$ cat config.mk
export PLATFORM = sky130hd
export DESIGN_NAME = usb_nrzi_bit_stuff_encoder_top_flat
export DESIGN_NICKNAME = d
export VERILOG_FILES = /design/src/nbs_pkg.sv /design/src/nbs_in_if.sv /design/src/nbs_out_if.sv /design/src/nbs_front.sv /design/src/nbs_back.sv /design/src/usb_nrzi_bit_stuff_encoder_top.sv /design/src/flat_wrapper.sv
export SDC_FILE = /design/constraint.sdc
export NUM_CORES = 1
export LEC_CHECK = 0
export BUFFER_PORTS_ARGS = -buffer_cell sky130_fd_sc_hd__buf_2
export CAP_MARGIN = 30
export CORE_MARGIN = 2
export CORE_UTILIZATION = 50
export CTS_CLUSTER_DIAMETER = 120
export DETAILED_ROUTE_END_ITERATION = 10
export PLACE_DENSITY = 0.69
export SYNTH_ARGS = -nofsm -noshare
export SYNTH_HDL_FRONTEND = slang
export SYNTH_SLANG_ARGS = --single-unit
$ cat constraint.sdc
create_clock -name clk -period 5.55 [get_ports clk]
set_input_delay 1.11 -clock clk [delete_from_list [all_inputs] [get_ports clk]]
set_output_delay 1.11 -clock clk [all_outputs]
set_load 0.05 [all_outputs]
$ cat src/nbs_pkg.sv
// Shared types and constants for the USB NRZI bit-stuffing encoder.
// No dependencies; nbs_front, nbs_back and the top level import this package.
package nbs_pkg;

    localparam int STUFF_RUN_DEFAULT = 6;
    localparam int RUN_W             = 3;
    localparam int CNT_W             = 4;
    localparam int QUEUE_DEPTH       = 2;
    localparam int QUEUE_AW          = $clog2(QUEUE_DEPTH);
    localparam int QUEUE_CW          = $clog2(QUEUE_DEPTH + 1);

    localparam logic [7:0] SYNC_BYTE = 8'h80;

    typedef enum logic [1:0] {
        SYM_J   = 2'd0,
        SYM_K   = 2'd1,
        SYM_SE0 = 2'd2
    } nbs_sym_t;

    typedef struct packed {
        logic [7:0] data;
        logic       send_sync;
        logic       send_eop;
    } nbs_cmd_t;

endpackage

$ cat src/nbs_in_if.sv
// Input channel: packet bytes with first and last marks, valid/ready handshake.
// Depends on nothing.
interface nbs_in_if;
    logic       valid;
    logic       ready;
    logic [7:0] data_byte;
    logic       first_of_packet;
    logic       last_of_packet;

    modport source (output valid, output data_byte, output first_of_packet,
                    output last_of_packet, input ready);
    modport sink (input valid, input data_byte, input first_of_packet,
                  input last_of_packet, output ready);
endinterface

$ cat src/nbs_out_if.sv
// Output channel: one line symbol per item, valid/ready handshake.
// Depends on nothing.
interface nbs_out_if;
    logic       valid;
    logic       ready;
    logic [1:0] line_symbol;
    logic       end_of_run;

    modport source (output valid, output line_symbol, output end_of_run, input ready);
    modport sink (input valid, input line_symbol, input end_of_run, output ready);
endinterface

$ cat src/nbs_front.sv
// Front end: accepts input items, turns them into encoder commands and queues them.
// Depends on nbs_pkg and nbs_in_if.
module nbs_front
    import nbs_pkg::*;
(
    input  logic     clk,
    input  logic     rst_n,
    nbs_in_if.sink   bytes,
    output logic     cmd_valid,
    input  logic     cmd_ready,
    output nbs_cmd_t cmd
);

    nbs_cmd_t              queue_reg [QUEUE_DEPTH];
    logic [QUEUE_AW-1:0]   wr_ptr_reg;
    logic [QUEUE_AW-1:0]   wr_ptr_next;
    logic [QUEUE_AW-1:0]   rd_ptr_reg;
    logic [QUEUE_AW-1:0]   rd_ptr_next;
    logic [QUEUE_CW-1:0]   count_reg;
    logic [QUEUE_CW-1:0]   count_next;
    logic                  push;
    logic                  pop;
    nbs_cmd_t              new_cmd;

    assign bytes.ready = (count_reg != QUEUE_CW'(QUEUE_DEPTH));
    assign push        = bytes.valid && bytes.ready;
    assign pop         = cmd_valid && cmd_ready;
    assign cmd_valid   = (count_reg != '0);
    assign cmd         = queue_reg[rd_ptr_reg];

    always_comb
    begin
        new_cmd.data      = bytes.data_byte;
        new_cmd.send_sync = bytes.first_of_packet;
        new_cmd.send_eop  = bytes.last_of_packet;
    end

    always_comb
    begin
        wr_ptr_next = push ? wr_ptr_reg + 1'b1 : wr_ptr_reg;
        rd_ptr_next = pop ? rd_ptr_reg + 1'b1 : rd_ptr_reg;
        count_next  = count_reg;
        if (push && !pop)
        begin
            count_next = count_reg + 1'b1;
        end
        else if (pop && !push)
        begin
            count_next = count_reg - 1'b1;
        end
    end

    always_ff @(posedge clk or negedge rst_n)
    begin
        if (!rst_n)
        begin
            wr_ptr_reg <= '0;
            rd_ptr_reg <= '0;
            count_reg  <= '0;
        end
        else
        begin
            wr_ptr_reg <= wr_ptr_next;
            rd_ptr_reg <= rd_ptr_next;
            count_reg  <= count_next;
        end
    end

    always_ff @(posedge clk)
    begin
        if (push)
        begin
            queue_reg[wr_ptr_reg] <= new_cmd;
        end
    end

endmodule

$ cat src/nbs_back.sv
// Back end: sequences sync, data bits, stuffed toggles and end of packet into an
// output register, one line symbol per cycle while the output is taken. Depends on nbs_pkg, nbs_out_if.
module nbs_back
    import nbs_pkg::*;
#(
    parameter int STUFF_RUN = STUFF_RUN_DEFAULT
)
(
    input  logic     clk,
    input  logic     rst_n,
    input  logic     cmd_valid,
    output logic     cmd_ready,
    input  nbs_cmd_t cmd,
    nbs_out_if.source symbols
);

    typedef enum logic [1:0] {
        PH_SYNC,
        PH_DATA,
        PH_EOP
    } phase_t;

    phase_t           phase_reg, phase_next;
    logic             busy_reg, busy_next;
    logic [CNT_W-1:0] cnt_reg, cnt_next;
    logic             stuff_reg, stuff_next;
    logic             line_reg, line_next;
    logic [RUN_W-1:0] run_reg, run_next;
    logic [1:0]       eop_cnt_reg, eop_cnt_next;
    logic [7:0]       data_reg, data_next;
    logic             eop_reg, eop_next;
    logic             out_valid_reg, out_valid_next;
    nbs_sym_t         sym_reg, sym_next;
    logic             eor_reg, eor_next;

    logic             advance;
    logic             load;
    logic             is_last;
    logic             cur_bit;
    logic             byte_done;
    nbs_sym_t         step_sym;
    logic             line_step;
    logic [RUN_W-1:0] run_step;
    logic [CNT_W-1:0] cnt_step;
    logic             stuff_step;

    assign advance   = busy_reg && (!out_valid_reg || symbols.ready);
    assign cmd_ready = !busy_reg || (advance && is_last);
    assign load      = cmd_valid && cmd_ready;
    assign cur_bit   = (phase_reg == PH_SYNC) ? SYNC_BYTE[cnt_reg[2:0]]
                                              : data_reg[cnt_reg[2:0]];

    assign symbols.valid       = out_valid_reg;
    assign symbols.line_symbol = sym_reg;
    assign symbols.end_of_run  = eor_reg;

    always_comb
    begin
        line_step    = line_reg;
        run_step     = run_reg;
        cnt_step     = cnt_reg;
        stuff_step   = 1'b0;
        byte_done    = 1'b0;
        is_last      = 1'b0;
        eop_cnt_next = eop_cnt_reg;
        if (phase_reg == PH_EOP)
        begin
            step_sym     = eop_cnt_reg[1] ? SYM_J : SYM_SE0;
            line_step    = 1'b0;
            run_step     = '0;
            eop_cnt_next = eop_cnt_reg + 1'b1;
            is_last      = (eop_cnt_reg == 2'd3);
        end
        else
        begin
            if (stuff_reg)
            begin
                line_step = ~line_reg;
                run_step  = '0;
            end
            else if (!cur_bit)
            begin
                line_step = ~line_reg;
                run_step  = '0;
                cnt_step  = cnt_reg + 1'b1;
            end
            else
            begin
                run_step = run_reg + 1'b1;
                cnt_step = cnt_reg + 1'b1;
            end
            stuff_step = (run_step == RUN_W'(STUFF_RUN));
            byte_done  = (cnt_step == CNT_W'(8)) && !stuff_step;
            is_last    = byte_done && (phase_reg == PH_DATA) && !eop_reg;
            step_sym   = line_step ? SYM_K : SYM_J;
        end
    end

    always_comb
    begin
        phase_next     = phase_reg;
        busy_next      = busy_reg;
        cnt_next       = cnt_reg;
        stuff_next     = stuff_reg;
        line_next      = line_reg;
        run_next       = run_reg;
        data_next      = data_reg;
        eop_next       = eop_reg;
        out_valid_next = out_valid_reg;
        sym_next       = sym_reg;
        eor_next       = eor_reg;

        if (advance)
        begin
            line_next      = line_step;
            run_next       = run_step;
            cnt_next       = cnt_step;
            stuff_next     = stuff_step;
            out_valid_next = 1'b1;
            sym_next       = step_sym;
            eor_next       = is_last;
            if (is_last)
            begin
                busy_next = 1'b0;
            end
            if (byte_done)
            begin
                cnt_next = '0;
                if (phase_reg == PH_SYNC)
                begin
                    phase_next = PH_DATA;
                end
                else
                begin
                    phase_next = PH_EOP;
                end
            end
        end
        else if (symbols.ready)
        begin
            out_valid_next = 1'b0;
        end

        if (load)
        begin
            busy_next  = 1'b1;
            phase_next = cmd.send_sync ? PH_SYNC : PH_DATA;
            cnt_next   = '0;
            stuff_next = 1'b0;
            data_next  = cmd.data;
            eop_next   = cmd.send_eop;
            if (cmd.send_sync)
            begin
                run_next = '0;
            end
        end
    end

    always_ff @(posedge clk or negedge rst_n)
    begin
        if (!rst_n)
        begin
            phase_reg     <= PH_DATA;
            busy_reg      <= 1'b0;
            cnt_reg       <= '0;
            stuff_reg     <= 1'b0;
            line_reg      <= 1'b0;
            run_reg       <= '0;
            eop_cnt_reg   <= '0;
            data_reg      <= '0;
            eop_reg       <= 1'b0;
            out_valid_reg <= 1'b0;
            sym_reg       <= SYM_J;
            eor_reg       <= 1'b0;
        end
        else
        begin
            phase_reg     <= phase_next;
            busy_reg      <= busy_next;
            cnt_reg       <= cnt_next;
            stuff_reg     <= stuff_next;
            line_reg      <= line_next;
            run_reg       <= run_next;
            eop_cnt_reg   <= (load || !advance) ? (load ? 2'd0 : eop_cnt_reg) : eop_cnt_next;
            data_reg      <= data_next;
            eop_reg       <= eop_next;
            out_valid_reg <= out_valid_next;
            sym_reg       <= sym_next;
            eor_reg       <= eor_next;
        end
    end

    a_stuff_after_run: assert property (@(posedge clk) disable iff (!rst_n)
        stuff_reg |-> (run_reg == RUN_W'(STUFF_RUN)))
        else $error("stuff pending without a full run of ones");

    a_run_bounded: assert property (@(posedge clk) disable iff (!rst_n)
        run_reg <= RUN_W'(STUFF_RUN))
        else $error("run count passed the stuffing threshold");

    a_no_sym3: assert property (@(posedge clk) disable iff (!rst_n)
        out_valid_reg |-> (sym_reg == SYM_J || sym_reg == SYM_K || sym_reg == SYM_SE0))
        else $error("illegal line symbol");

    a_eop_ends_at_j: assert property (@(posedge clk) disable iff (!rst_n)
        (advance && is_last && phase_reg == PH_EOP) |=> (line_reg == 1'b0 && run_reg == '0))
        else $error("end of packet left line away from J");

endmodule

$ cat src/usb_nrzi_bit_stuff_encoder_top.sv
// Top level of the USB full-speed NRZI bit-stuffing encoder.
// Depends on nbs_pkg, nbs_in_if, nbs_out_if, nbs_front and nbs_back.
//
// Each accepted byte produces one line symbol per output item: eight to ten
// for the byte (data bits plus stuffed toggles), eight more for the sync byte
// when first_of_packet is set, and four more (SE0, SE0, J, J) when
// last_of_packet is set; end_of_run marks the final symbol of each byte. The
// back-end sequencer emits one symbol per clock while the output is taken, and
// the next byte is loaded in the same cycle that its predecessor's last symbol
// is sequenced. A two-entry command queue and a registered output let the
// input and output sides stall independently; a byte accepted into an empty
// block passes the queue and back-end state before its first symbol appears.
module usb_nrzi_bit_stuff_encoder_top
    import nbs_pkg::*;
#(
    parameter int STUFF_RUN = STUFF_RUN_DEFAULT
)
(
    input logic        clk,
    input logic        rst_n,
    nbs_in_if.sink     bytes,
    nbs_out_if.source  symbols
);

    logic     cmd_valid;
    logic     cmd_ready;
    nbs_cmd_t cmd;

    nbs_front u_front (
        .clk       (clk),
        .rst_n     (rst_n),
        .bytes     (bytes),
        .cmd_valid (cmd_valid),
        .cmd_ready (cmd_ready),
        .cmd       (cmd)
    );

    nbs_back #(
        .STUFF_RUN (STUFF_RUN)
    ) u_back (
        .clk       (clk),
        .rst_n     (rst_n),
        .cmd_valid (cmd_valid),
        .cmd_ready (cmd_ready),
        .cmd       (cmd),
        .symbols   (symbols)
    );

endmodule
$ cat src/flat_wrapper.sv
// flat-port wrapper written by rule: the top's interface ports become plain ports
module usb_nrzi_bit_stuff_encoder_top_flat import nbs_pkg::*;
#(
    parameter int STUFF_RUN = STUFF_RUN_DEFAULT
)
  (clk, rst_n, bytes_valid, bytes_data_byte, bytes_first_of_packet, bytes_last_of_packet, bytes_ready, symbols_valid, symbols_line_symbol, symbols_end_of_run, symbols_ready);
  nbs_in_if bytes_i ();
  nbs_out_if symbols_i ();
  input logic clk;
  input logic rst_n;
  input wire logic [$bits(bytes_i.valid)-1:0] bytes_valid;
  input wire logic [$bits(bytes_i.data_byte)-1:0] bytes_data_byte;
  input wire logic [$bits(bytes_i.first_of_packet)-1:0] bytes_first_of_packet;
  input wire logic [$bits(bytes_i.last_of_packet)-1:0] bytes_last_of_packet;
  output wire logic [$bits(bytes_i.ready)-1:0] bytes_ready;
  output wire logic [$bits(symbols_i.valid)-1:0] symbols_valid;
  output wire logic [$bits(symbols_i.line_symbol)-1:0] symbols_line_symbol;
  output wire logic [$bits(symbols_i.end_of_run)-1:0] symbols_end_of_run;
  input wire logic [$bits(symbols_i.ready)-1:0] symbols_ready;
  assign bytes_i.valid = bytes_valid;
  assign bytes_i.data_byte = bytes_data_byte;
  assign bytes_i.first_of_packet = bytes_first_of_packet;
  assign bytes_i.last_of_packet = bytes_last_of_packet;
  assign bytes_ready = bytes_i.ready;
  assign symbols_valid = symbols_i.valid;
  assign symbols_line_symbol = symbols_i.line_symbol;
  assign symbols_end_of_run = symbols_i.end_of_run;
  assign symbols_i.ready = symbols_ready;
  usb_nrzi_bit_stuff_encoder_top #(.STUFF_RUN(STUFF_RUN)) u_core (.clk(clk), .rst_n(rst_n), .bytes(bytes_i), .symbols(symbols_i));
endmodule
==> impl_metrics.env, run 1 <==
export IMPL_clockBufferDepth=2
export IMPL_regArea_mm2=0.00135
export IMPL_fillers=373
export IMPL_startpoint_type="flop"
export IMPL_ys_top_cells_by_count="dfrtp_1 (29), edfxtp_1 (20), nor2_1 (14)"
export IMPL_powerDensity_mw_per_mm2=526
export IMPL_ys_warnings_count=0
export IMPL_postCtsSetupRepairBufs=0
export IMPL_wl_per_cell_um=16.0
export IMPL_crit_path_max_fanout=19
export IMPL_async_flop_share=0.600
export IMPL_synth_cells=172
export IMPL_synthToLayoutAreaGrowth_pct=9.61
export IMPL_gp_congestion=0.811
export IMPL_period_needed_ps=2760
export IMPL_die_h_um=72.1
export IMPL_synth_edf_count=20
export IMPL_yosys_area_top_type_share=0.313
export IMPL_setup_violations=0
export IMPL_finalHoldViolCount=0
export IMPL_synth_most_common_cell="dfrtp_1"
export IMPL_cp_slowest_cell="dfrtp_1"
export IMPL_grt_pass1_vias=1442
export IMPL_fin_skew_ps=4.03
export IMPL_ir_drop_mv=0.264
export IMPL_yosys_area_top_type="dfrtp_1"
export IMPL_via_per_inst=5.73
export IMPL_fmax_ghz=0.362
export IMPL_dieArea_mm2=0.00519
export IMPL_drt_iter0_drc=106
export IMPL_cp_data_required_time_ps=5750
export IMPL_cp_cell_sequence="ha_1, ha_1, nor3_1, a21oi_1, a311oi_2, o2111ai_2, a21oi_2, buf_4, mux2_4"
export IMPL_worstSetupEndpointType="flop"
export IMPL_status="completed"
export IMPL_cp_num_buf_inv=1
export IMPL_fin_crit_sh=0.497
export IMPL_insertion_delay_ps=310
export IMPL_rows=24
export IMPL_overflow=0
export IMPL_fp_dieW_um=72.1
export IMPL_drive_gt1_frac=0.276
export IMPL_arrival_ps=2960
export IMPL_crit_family="compound AO/OA/AOI/OAI gates"
export IMPL_slowest_delay_ps=510
export IMPL_cts_resized=0
export IMPL_drtAntennaViolNets=0
export IMPL_p_total_mw=1.34
export IMPL_cts_max_level=2
export IMPL_grt_setup_unrepaired="false"
export IMPL_drtPass1Iterations=4
export IMPL_synth_nets=191
export IMPL_hold_start="u_core.u_front.wr_ptr_reg"
export IMPL_cts_root_buf="clkbuf_8"
export IMPL_dr_total_vias=1398
export IMPL_tns_ps=0
export IMPL_grt_max_degree=31
export IMPL_synth_seq_area_share=0.584
export IMPL_synth_seq_cells=50
export IMPL_synth_flop_cell="dfrtp_1"
export IMPL_path_clk_slew_ps=90
export IMPL_core_mm2=0.00441
export IMPL_synth_area_mm2=0.00232
export IMPL_cp_startpoint="u_core.u_back.cnt_reg[1]"
export IMPL_drc=0
export IMPL_grtUsageTotal=0.175
export IMPL_numClockSinks=50
export IMPL_hold_buffers=0
export IMPL_maxCapViolations=0
export IMPL_min_path_type="reg2reg"
export IMPL_worstReg2RegStart="u_core.u_back.cnt_reg[1]"
export IMPL_antenna_found_initial=0
export IMPL_slew_headroom=0.439
export IMPL_initial_core_util=0.525
export IMPL_cts_tree="done"
export IMPL_dp_hpwl_um=2880
export IMPL_n_antenna_cell=0
export IMPL_multiInputGateArea_um2=897
export IMPL_nNetsFinal=210
export IMPL_yosys_top_cells_area="dfrtp_1 (31%), edfxtp_1 (26%), mux2_4 (5.8%), mux2_2 (5.8%), mux2i_1 (3.0%)"
export IMPL_numCtsBuffers=5
export IMPL_cpMostUsedCell="ha_1"
export IMPL_portBuffers=18
export IMPL_crit_type="reg2reg"
export IMPL_finalMaxSlewViolations=0
export IMPL_largest_reg_flops=20
export IMPL_io_pins=19
export IMPL_synth_avg_cell_area_um2=13.5
export IMPL_ys_types=40
export IMPL_grt_pass1_wl_um=6880
export IMPL_drt_total_wl_um=3900
export IMPL_total_leakage_power_nw=1.04
export IMPL_worst_slew_pin_slew_ps=839
metrics by stage:
step	util	std cells	hold slack (ps)	worst slack (ps)	instance area [um^2]
3_3_place_gp	0.549	236	460	2880	2420
6_report	0.575	244	516	2790	2540
2_1_floorplan	-	172	460	2770	2320
3_5_place_dp	0.549	236	493	2810	2420
4_1_cts	0.575	244	513	2770	2540
5_1_grt	0.575	244	533	2600	2540
cell families after synthesis:
family          share of synthesized area
simple gates                       0.0950
compound gates                     0.0880
buf+inv                            0.0292
fa+ha+maj                          0.0270
flops                               0.584
mux                                 0.147
xor+xnor                           0.0302
per-layer routing:
metal / wire length [um] / track usage / up-vias / share of wire
met3: 147 / 0.0417 / 7 / 0.038
met5: 0 / 0 / - / 0
met4: 63 / 0.0629 / 0 / 0.016
met1: 1710 / 0.216 / 699 / 0.44
met2: 1990 / 0.301 / 29 / 0.51
li1: - / - / 663 / -
cell usage in the layout (no fill, tap or decap), types with 2 or more instances in the layout:
cell / instances
ha_1: 5
nand2_1: 9
buf_2: 18
nor2b_1: 3
nor2_1: 14
nand3_1: 2
a22o_1: 2
o21ai_0: 3
dfrtp_1: 29
a211o_1: 2
inv_1: 3
inv_6: 2
clkbuf_8: 5
xor2_1: 5
mux2_4: 9
a31oi_1: 2
o31ai_1: 2
xnor2_1: 3
a22oi_1: 4
mux2i_1: 7
and2_1: 3
nand2b_1: 6
edfxtp_1: 20
a21oi_1: 5
mux2_2: 12
path summary, 6_finish.rpt:
| check | to | slack (ps) | cells past startpoint |
|---|---|---|---|
| setup / recovery | u_core.u_back.data_reg[7] | 2790 | 9 |
| setup reg to reg | u_core.u_back.data_reg[7] | 2790 | 9 |
| min in group asynchronous | u_core.u_back.eop_reg | 830 | 1 |
| max in group asynchronous | u_core.u_back.phase_reg[1] | 4290 | 1 |
| hold / removal | u_core.u_front.wr_ptr_reg | 520 | 1 |
| hold reg to reg | u_core.u_front.wr_ptr_reg | 520 | 1 |
area by class of cell:
cell class | instances | share of cell area
Inverter | 3 | 0.00443
Sequential cell | 50 | 0.533
Clock inverter | 3 | 0.0187
Tap cell | 52 | 0.0256
Timing Repair Buffer | 19 | 0.0384
Clock buffer | 5 | 0.0271
Multi-Input combinational cell | 112 | 0.353
report_power, final:
part,internal [mW],switching [mW]
sequential,0.516,0.106
clock,0.138,0.127
combinational,0.218,0.230
total,0.872,0.463
(Power assumes the default switching activity.)
==> run 2: changes to the inputs <==
--- a/config.mk
+++ b/config.mk
@@ -5,13 +5,14 @@
 export SDC_FILE = /design/constraint.sdc
 export NUM_CORES = 1
 export LEC_CHECK = 0
+export ABC_AREA = 1
 export BUFFER_PORTS_ARGS = -buffer_cell sky130_fd_sc_hd__buf_2
 export CAP_MARGIN = 30
 export CORE_MARGIN = 2
 export CORE_UTILIZATION = 50
 export CTS_CLUSTER_DIAMETER = 120
 export DETAILED_ROUTE_END_ITERATION = 10
-export PLACE_DENSITY = 0.69
+export PLACE_DENSITY = 0.71
 export SYNTH_ARGS = -nofsm -noshare
 export SYNTH_HDL_FRONTEND = slang
 export SYNTH_SLANG_ARGS = --single-unit
==> constraint.sdc (replaced) <==
create_clock -name clk -period 2.2 [get_ports clk]
set_input_delay 0.44 -clock clk [delete_from_list [all_inputs] [get_ports clk]]
set_output_delay 0.44 -clock clk [all_outputs]
set_load 0.05 [all_outputs]
==> impl_metrics.env, run 2 <==
export IMPL_status="finished, violations left"
export IMPL_violations="negative setup slack"
export IMPL_grt_pass1_vias=1512
export IMPL_synth_avg_cell_area_um2=10.3
export IMPL_overflow=0
export IMPL_ys_top_cells_by_count="nand2_1 (52), dfrtp_1 (29), inv_1 (27)"
export IMPL_period_needed_ps=2200
export IMPL_tns_ps=-2.23
export IMPL_grt_setup_unrepaired="true"
export IMPL_cts_max_level=2
export IMPL_worstSetupEndpointType="flop"
export IMPL_final_cell_area_mm2=0.00267
export IMPL_yosys_area_top_type_share=0.309
export IMPL_startpoint_type="flop"
export IMPL_drt_iter0_drc=87
export IMPL_fin_crit_sh=1.00
export IMPL_cts_tree="done"
export IMPL_finalHoldViolCount=0
export IMPL_drtPass1Iterations=4
export IMPL_dp_slack_ps=-41.9
export IMPL_final_cell_mix="nand2_1 (51), dfrtp_1 (29), inv_1 (27), nand3_1 (23), edfxtp_1 (20)"
export IMPL_io_pins=19
export IMPL_synth_seq_cells=50
export IMPL_die_h_um=72.5
export IMPL_crit_family="simple AND/OR/NAND/NOR gates"
export IMPL_fin_skew_ps=3.85
export IMPL_drc=0
export IMPL_drt_total_wl_um=3710
export IMPL_synth_nets=247
export IMPL_arrival_ps=2390
export IMPL_largest_reg_flops=20
export IMPL_grt_pass1_wl_um=6450
export IMPL_whs_ps=170
export IMPL_crit_path_max_fanout=4
export IMPL_fp_dieW_um=72.5
export IMPL_cp_data_required_time_ps=2380
export IMPL_numCtsBuffers=5
export IMPL_finalMaxSlewViolations=0
export IMPL_synth_most_common_cell="nand2_1"
export IMPL_finalCoreUtilization=0.601
export IMPL_rows=24
export IMPL_ir_drop_mv=0.601
export IMPL_hold_buffers=0
export IMPL_place_inst=302
export IMPL_nNetsFinal=277
export IMPL_cp_num_buf_inv=0
export IMPL_via_per_inst=4.97
export IMPL_dieArea_mm2=0.00526
export IMPL_cp_cell_sequence="ha_2, ha_4, nand2_4, o21ai_4, nor4_4, nand3_2, nand3_4, nand2_4, ha_4, a21oi_2, o21ai_1, xor2_1"
export IMPL_grtUsageTotal=0.161
export IMPL_synth_seq_area_share=0.577
export IMPL_dp_hpwl_um=2660
export IMPL_rr_worst_depth=12
export IMPL_path_clk_slew_ps=90
export IMPL_place_area_mm2=0.00255
export IMPL_yosys_top_cells_area="dfrtp_1 (31%), edfxtp_1 (26%), nand2_1 (8.3%), nand3_1 (4.9%), inv_1 (4.3%)"
export IMPL_crit_type="reg2reg"
export IMPL_insertion_delay_ps=300
export IMPL_numClockSinks=50
export IMPL_portBuffers=18
export IMPL_worstReg2RegStart="u_core.u_back.cnt_reg[0]"
export IMPL_synthToLayoutAreaGrowth_pct=13.9
export IMPL_initial_core_util=0.528
export IMPL_setup_slack_ps=-2.23
export IMPL_synth_area_mm2=0.00235
export IMPL_slowest_delay_ps=390
export IMPL_p_total_mw=3.74
export IMPL_clockBufferDepth=2
export IMPL_worst_slew_pin_slew_ps=678
export IMPL_async_flop_share=0.600
export IMPL_core_mm2=0.00444
export IMPL_antenna_found_initial=0
export IMPL_min_path_type="in2async"
export IMPL_ys_types=30
export IMPL_slew_headroom=0.548
export IMPL_synth_edf_count=20
export IMPL_drive_gt1_frac=0.243
export IMPL_fmax_ghz=0.454
export IMPL_rrSetupSlack_ps=-2
export IMPL_total_leakage_power_nw=1.28
export IMPL_dr_total_vias=1546
export IMPL_cts_root_buf="clkbuf_8"
export IMPL_final_common_cell="nand2_1"
export IMPL_synth_flop_cell="dfrtp_1"
export IMPL_reg2reg_to="u_core.u_front.count_reg[1]"
export IMPL_wl_per_cell_um=11.9
export IMPL_grt_max_degree=31
export IMPL_fillers=398
export IMPL_yosys_area_top_type="dfrtp_1"
export IMPL_cp_slowest_cell="dfrtp_1"
export IMPL_instances_no_fill=311
export IMPL_maxCapViolations=0
export IMPL_setup_violations=1
export IMPL_powerDensity_mw_per_mm2=1400
export IMPL_drtAntennaViolNets=0
export IMPL_synth_cells=228
export IMPL_gp_congestion=0.866
export IMPL_ys_warnings_count=0
export IMPL_n_antenna_cell=0
-- run 2: metal layers --
| layer | routed length [um] | vias to the layer above | track usage |
|---|---|---|---|
| li1 | - | 808 | - |
| met4 | 25 | 0 | 0.0556 |
| met5 | 0 | - | 0 |
| met3 | 143 | 4 | 0.0417 |
| met2 | 1780 | 32 | 0.275 |
| met1 | 1760 | 702 | 0.198 |
-- run 2: cells by family (layout without fill, tap and decap cells) --
group                    count (synthesis)  after routing  synth area share
XOR/XNOR                                 5              5            0.0187
flip-flops                              50             50             0.577
multiplexers                             9              9            0.0384
AO/OA/AOI/OAI                           19             19            0.0549
AND/OR/NAND/NOR                        104            104             0.209
buffers and inverters                   36             67            0.0763
adder cells (fa/ha/maj)                  5              5            0.0267
-- run 2: area by class of cell --
class | instances | area [um^2] | area share
sequential | 50 | 1350 | 0.506
timing repair buffer | 30 | 180 | 0.0674
clock buffer | 6 | 72.6 | 0.0272
tap | 52 | 65.1 | 0.0244
clock inverter | 2 | 17.5 | 0.00656
multi-input combinational | 142 | 872 | 0.326
inverter | 29 | 111 | 0.0417
-- run 2: report_power, final --
group | internal (mW) | leakage (nW) | switching [mW]
clock network | 0.231 | 0.0458 | 0.297
registers | 1.31 | 0.556 | 0.203
logic | 0.672 | 0.682 | 1.02
total | 2.22 | 1.28 | 1.52
-- run 2: worst max-delay path by stage --
stage / slack (ps) / startpoint / cells past startpoint / end
after floorplan: -120 / u_core.u_back.cnt_reg[1] / 13 / u_core.u_front.count_reg[1]
after global placement: 30 / u_core.u_back.cnt_reg[1] / 12 / u_core.u_front.count_reg[1]
after detailed placement: -40 / u_core.u_back.cnt_reg[1] / 12 / u_core.u_front.count_reg[1]
after CTS: 5 / u_core.u_back.cnt_reg[1] / 12 / u_core.u_front.count_reg[1]
after global routing: -110 / u_core.u_back.cnt_reg[0] / 12 / u_core.u_front.count_reg[1]
final: -2 / u_core.u_back.cnt_reg[0] / 12 / u_core.u_front.count_reg[1]
-- run 2: timing repair --
| item | CTS | global route |
|---|---|---|
| resized for setup | 4 | 0 |
| setup endpoints to repair | 1 | 18 |
| pin swaps | 4 | 0 |
| buffers inserted | 1 | 0 |
==> run 3: changes to the inputs <==
--- a/config.mk
+++ b/config.mk
@@ -8,11 +8,13 @@
 export ABC_AREA = 1
 export BUFFER_PORTS_ARGS = -buffer_cell sky130_fd_sc_hd__buf_2
 export CAP_MARGIN = 30
+export CELL_PAD_IN_SITES_DETAIL_PLACEMENT = 1
+export CELL_PAD_IN_SITES_GLOBAL_PLACEMENT = 1
 export CORE_MARGIN = 2
-export CORE_UTILIZATION = 50
+export CORE_UTILIZATION = 42
 export CTS_CLUSTER_DIAMETER = 120
 export DETAILED_ROUTE_END_ITERATION = 10
-export PLACE_DENSITY = 0.71
+export PLACE_DENSITY_LB_ADDON = 0.1
 export SYNTH_ARGS = -nofsm -noshare
 export SYNTH_HDL_FRONTEND = slang
 export SYNTH_SLANG_ARGS = --single-unit
==> constraint.sdc (replaced) <==
create_clock -name clk -period 2.2 [get_ports clk]
set_input_delay 0.44 -clock clk [delete_from_list [all_inputs] [get_ports clk]]
set_output_delay 0.44 -clock clk [all_outputs]
set_load 0.005 [all_outputs]
==> impl_metrics.env, run 3 (synthesis results as in run 2) <==
export IMPL_grt_max_degree=31
export IMPL_die_h_um=78.7
export IMPL_drc=0
export IMPL_drt_total_wl_um=4370
export IMPL_gp_congestion=0.728
export IMPL_grtUsageTotal=0.160
export IMPL_final_cell_mix="nand2_1 (51), dfrtp_1 (28), inv_1 (27), nand3_1 (23), edfxtp_1 (20)"
export IMPL_dp_hpwl_um=3140
export IMPL_cts_max_level=2
export IMPL_regArea_mm2=0.00135
export IMPL_use_met2=0.275
export IMPL_arrival_ps=2340
export IMPL_portBuffers=18
export IMPL_fp_dieW_um=78.7
export IMPL_grt_pass1_vias=1702
export IMPL_min_path_type="in2async"
export IMPL_setup_violations=0
export IMPL_finalMaxSlewViolations=0
export IMPL_powerDensity_mw_per_mm2=1360
export IMPL_cpMostUsedCell="ha_4"
export IMPL_crit_family="adder cells"
export IMPL_clockBufferDepth=2
export IMPL_switchingPower_mw=1.42
export IMPL_crit_type="reg2reg"
export IMPL_synthToLayoutAreaGrowth_pct=17.7
export IMPL_fillers=637
export IMPL_dr_total_vias=1611
export IMPL_maxCapViolations=0
export IMPL_crit_path_max_fanout=3
export IMPL_final_common_cell="nand2_1"
export IMPL_grt_setup_unrepaired="true"
export IMPL_nNetsFinal=284
export IMPL_worst_slew_pin_slew_ps=687
export IMPL_via_per_inst=4.77
export IMPL_met1_usage=0.201
export IMPL_rows=27
export IMPL_worstSetupEndpointType="flop"
export IMPL_cts_root_buf="clkbuf_8"
export IMPL_cp_data_required_time_ps=2380
export IMPL_insertion_delay_ps=290
export IMPL_overflow=0
export IMPL_busiest_layer="met2"
export IMPL_drive_gt1_frac=0.263
export IMPL_multiInputGateArea_um2=860
export IMPL_fin_skew_ps=4.88
export IMPL_drtAntennaViolNets=0
export IMPL_initial_core_util=0.431
export IMPL_p_total_mw=3.76
export IMPL_drt_iter0_drc=67
export IMPL_period_needed_ps=2160
export IMPL_numCtsBuffers=5
export IMPL_numClockSinks=50
export IMPL_path_clk_slew_ps=80
export IMPL_power_frac_clock=0.164
export IMPL_total_leakage_power_nw=1.33
export IMPL_slew_headroom=0.542
export IMPL_grt_pass1_wl_um=7720
export IMPL_cp_cell_sequence="ha_2, ha_4, nand2_2, o21ai_2, nor4_4, nand3_2, nand3_4, nand2_4, ha_4, a21oi_2, o21ai_1, xor2_1"
export IMPL_switching_share=0.378
export IMPL_startpoint_type="flop"
export IMPL_wl_per_cell_um=12.9
export IMPL_n_antenna_cell=0
export IMPL_antenna_found_initial=0
export IMPL_cp_num_buf_inv=0
export IMPL_finalHoldViolCount=0
export IMPL_met3_usage=0.0261
export IMPL_slowest_delay_ps=410
export IMPL_ir_drop_mv=0.527
export IMPL_tns_ps=0
export IMPL_core_mm2=0.00544
export IMPL_fmax_ghz=0.463
export IMPL_largest_reg_flops=20
export IMPL_drtPass1Iterations=4
export IMPL_p_int_mw=2.34
export IMPL_io_pins=19
export IMPL_combPwrFrac=0.432
export IMPL_cts_tree="done"
export IMPL_dieArea_mm2=0.00620
export IMPL_cp_slowest_cell="dfrtp_1"
export IMPL_status="completed"
export IMPL_p_seq_frac=0.404
export IMPL_fin_crit_sh=0.983
## run 3: changes by cell type in the layout (fill, tap and decap cells not counted), sizes merged
| cell | previous run | this run |
|---|---|---|
| bufinv | 0 | 1 |
| buf | 30 | 37 |
| inv | 30 | 29 |
## run 3: layout make-up
cell class / instances / area share
Inverter: 29 / 0.0403
Tap cell: 72 / 0.0326
Multi-Input combinational cell: 142 / 0.311
Timing Repair Buffer: 37 / 0.0870
Clock inverter: 2 / 0.0122
Clock buffer: 6 / 0.0263
Sequential cell: 50 / 0.490
## run 3: power groups by stage
stage / combinational [mW] / sequential (mW) / clock (mW)
2_1_floorplan: 1.24 / 1.47 / 0
3_3_place_gp: 1.55 / 1.53 / 0
3_5_place_dp: 1.59 / 1.54 / 0
4_1_cts: 1.62 / 1.52 / 0.642
5_1_grt: 1.87 / 1.56 / 0.674
6_report: 1.62 / 1.52 / 0.616
## run 3: path summary, 6_finish.rpt
kind	from	to	slack, ps	cells past startpoint
setup / recovery	u_core.u_back.cnt_reg[0]	u_core.u_front.count_reg[1]	40	12
hold / removal	rst_n	u_core.u_back.run_reg[2]	180	1
setup reg to reg	u_core.u_back.cnt_reg[0]	u_core.u_front.count_reg[1]	40	12
hold reg to reg	u_core.u_front.count_reg[0]	u_core.u_front.count_reg[0]	480	1
max in group asynchronous	rst_n	u_core.u_back.stuff_reg	1530	1
min in group clk	bytes_data_byte[2]	u_core.u_front.queue_reg[1][4]	330	1
## run 3: what timing repair did
item                       4_1_cts  5_1_grt
setup buffers                    1        4
setup endpoints to repair        1       19
hold buffers                     0        0
resized for setup                0        4
pin swaps                        1        1
## run 3: worst reg2reg max path, delay by kind of cell, from the launching register on
| kind | cells | cell delay [ps] |
|---|---|---|
| adder cells (fa/ha/maj) | 3 | 630 |
| XOR/XNOR | 1 | 140 |
| AND/OR/NAND/NOR | 5 | 630 |
| flip-flops | 1 | 410 |
| AO/OA/AOI/OAI | 3 | 240 |
## run 3: through the flow
step            util  hold slack (ps)  instance area (um^2)  instances  worst slack [ps]
5_1_grt        0.508              232                  2760        338             -94.9
3_3_place_gp   0.478              466                  2600        325              4.74
6_report       0.508              179                  2760        338              38.1
3_5_place_dp   0.478              470                  2600        325             -44.0
2_1_floorplan      -              144                  2380        228              -115
4_1_cts        0.499              205                  2720        334              7.87
## run 3: layer usage
layer	routed length, um	up-vias
met5	0	-
met4	61	0
met3	130	5
met2	2220	21
met1	1960	766
li1	-	819
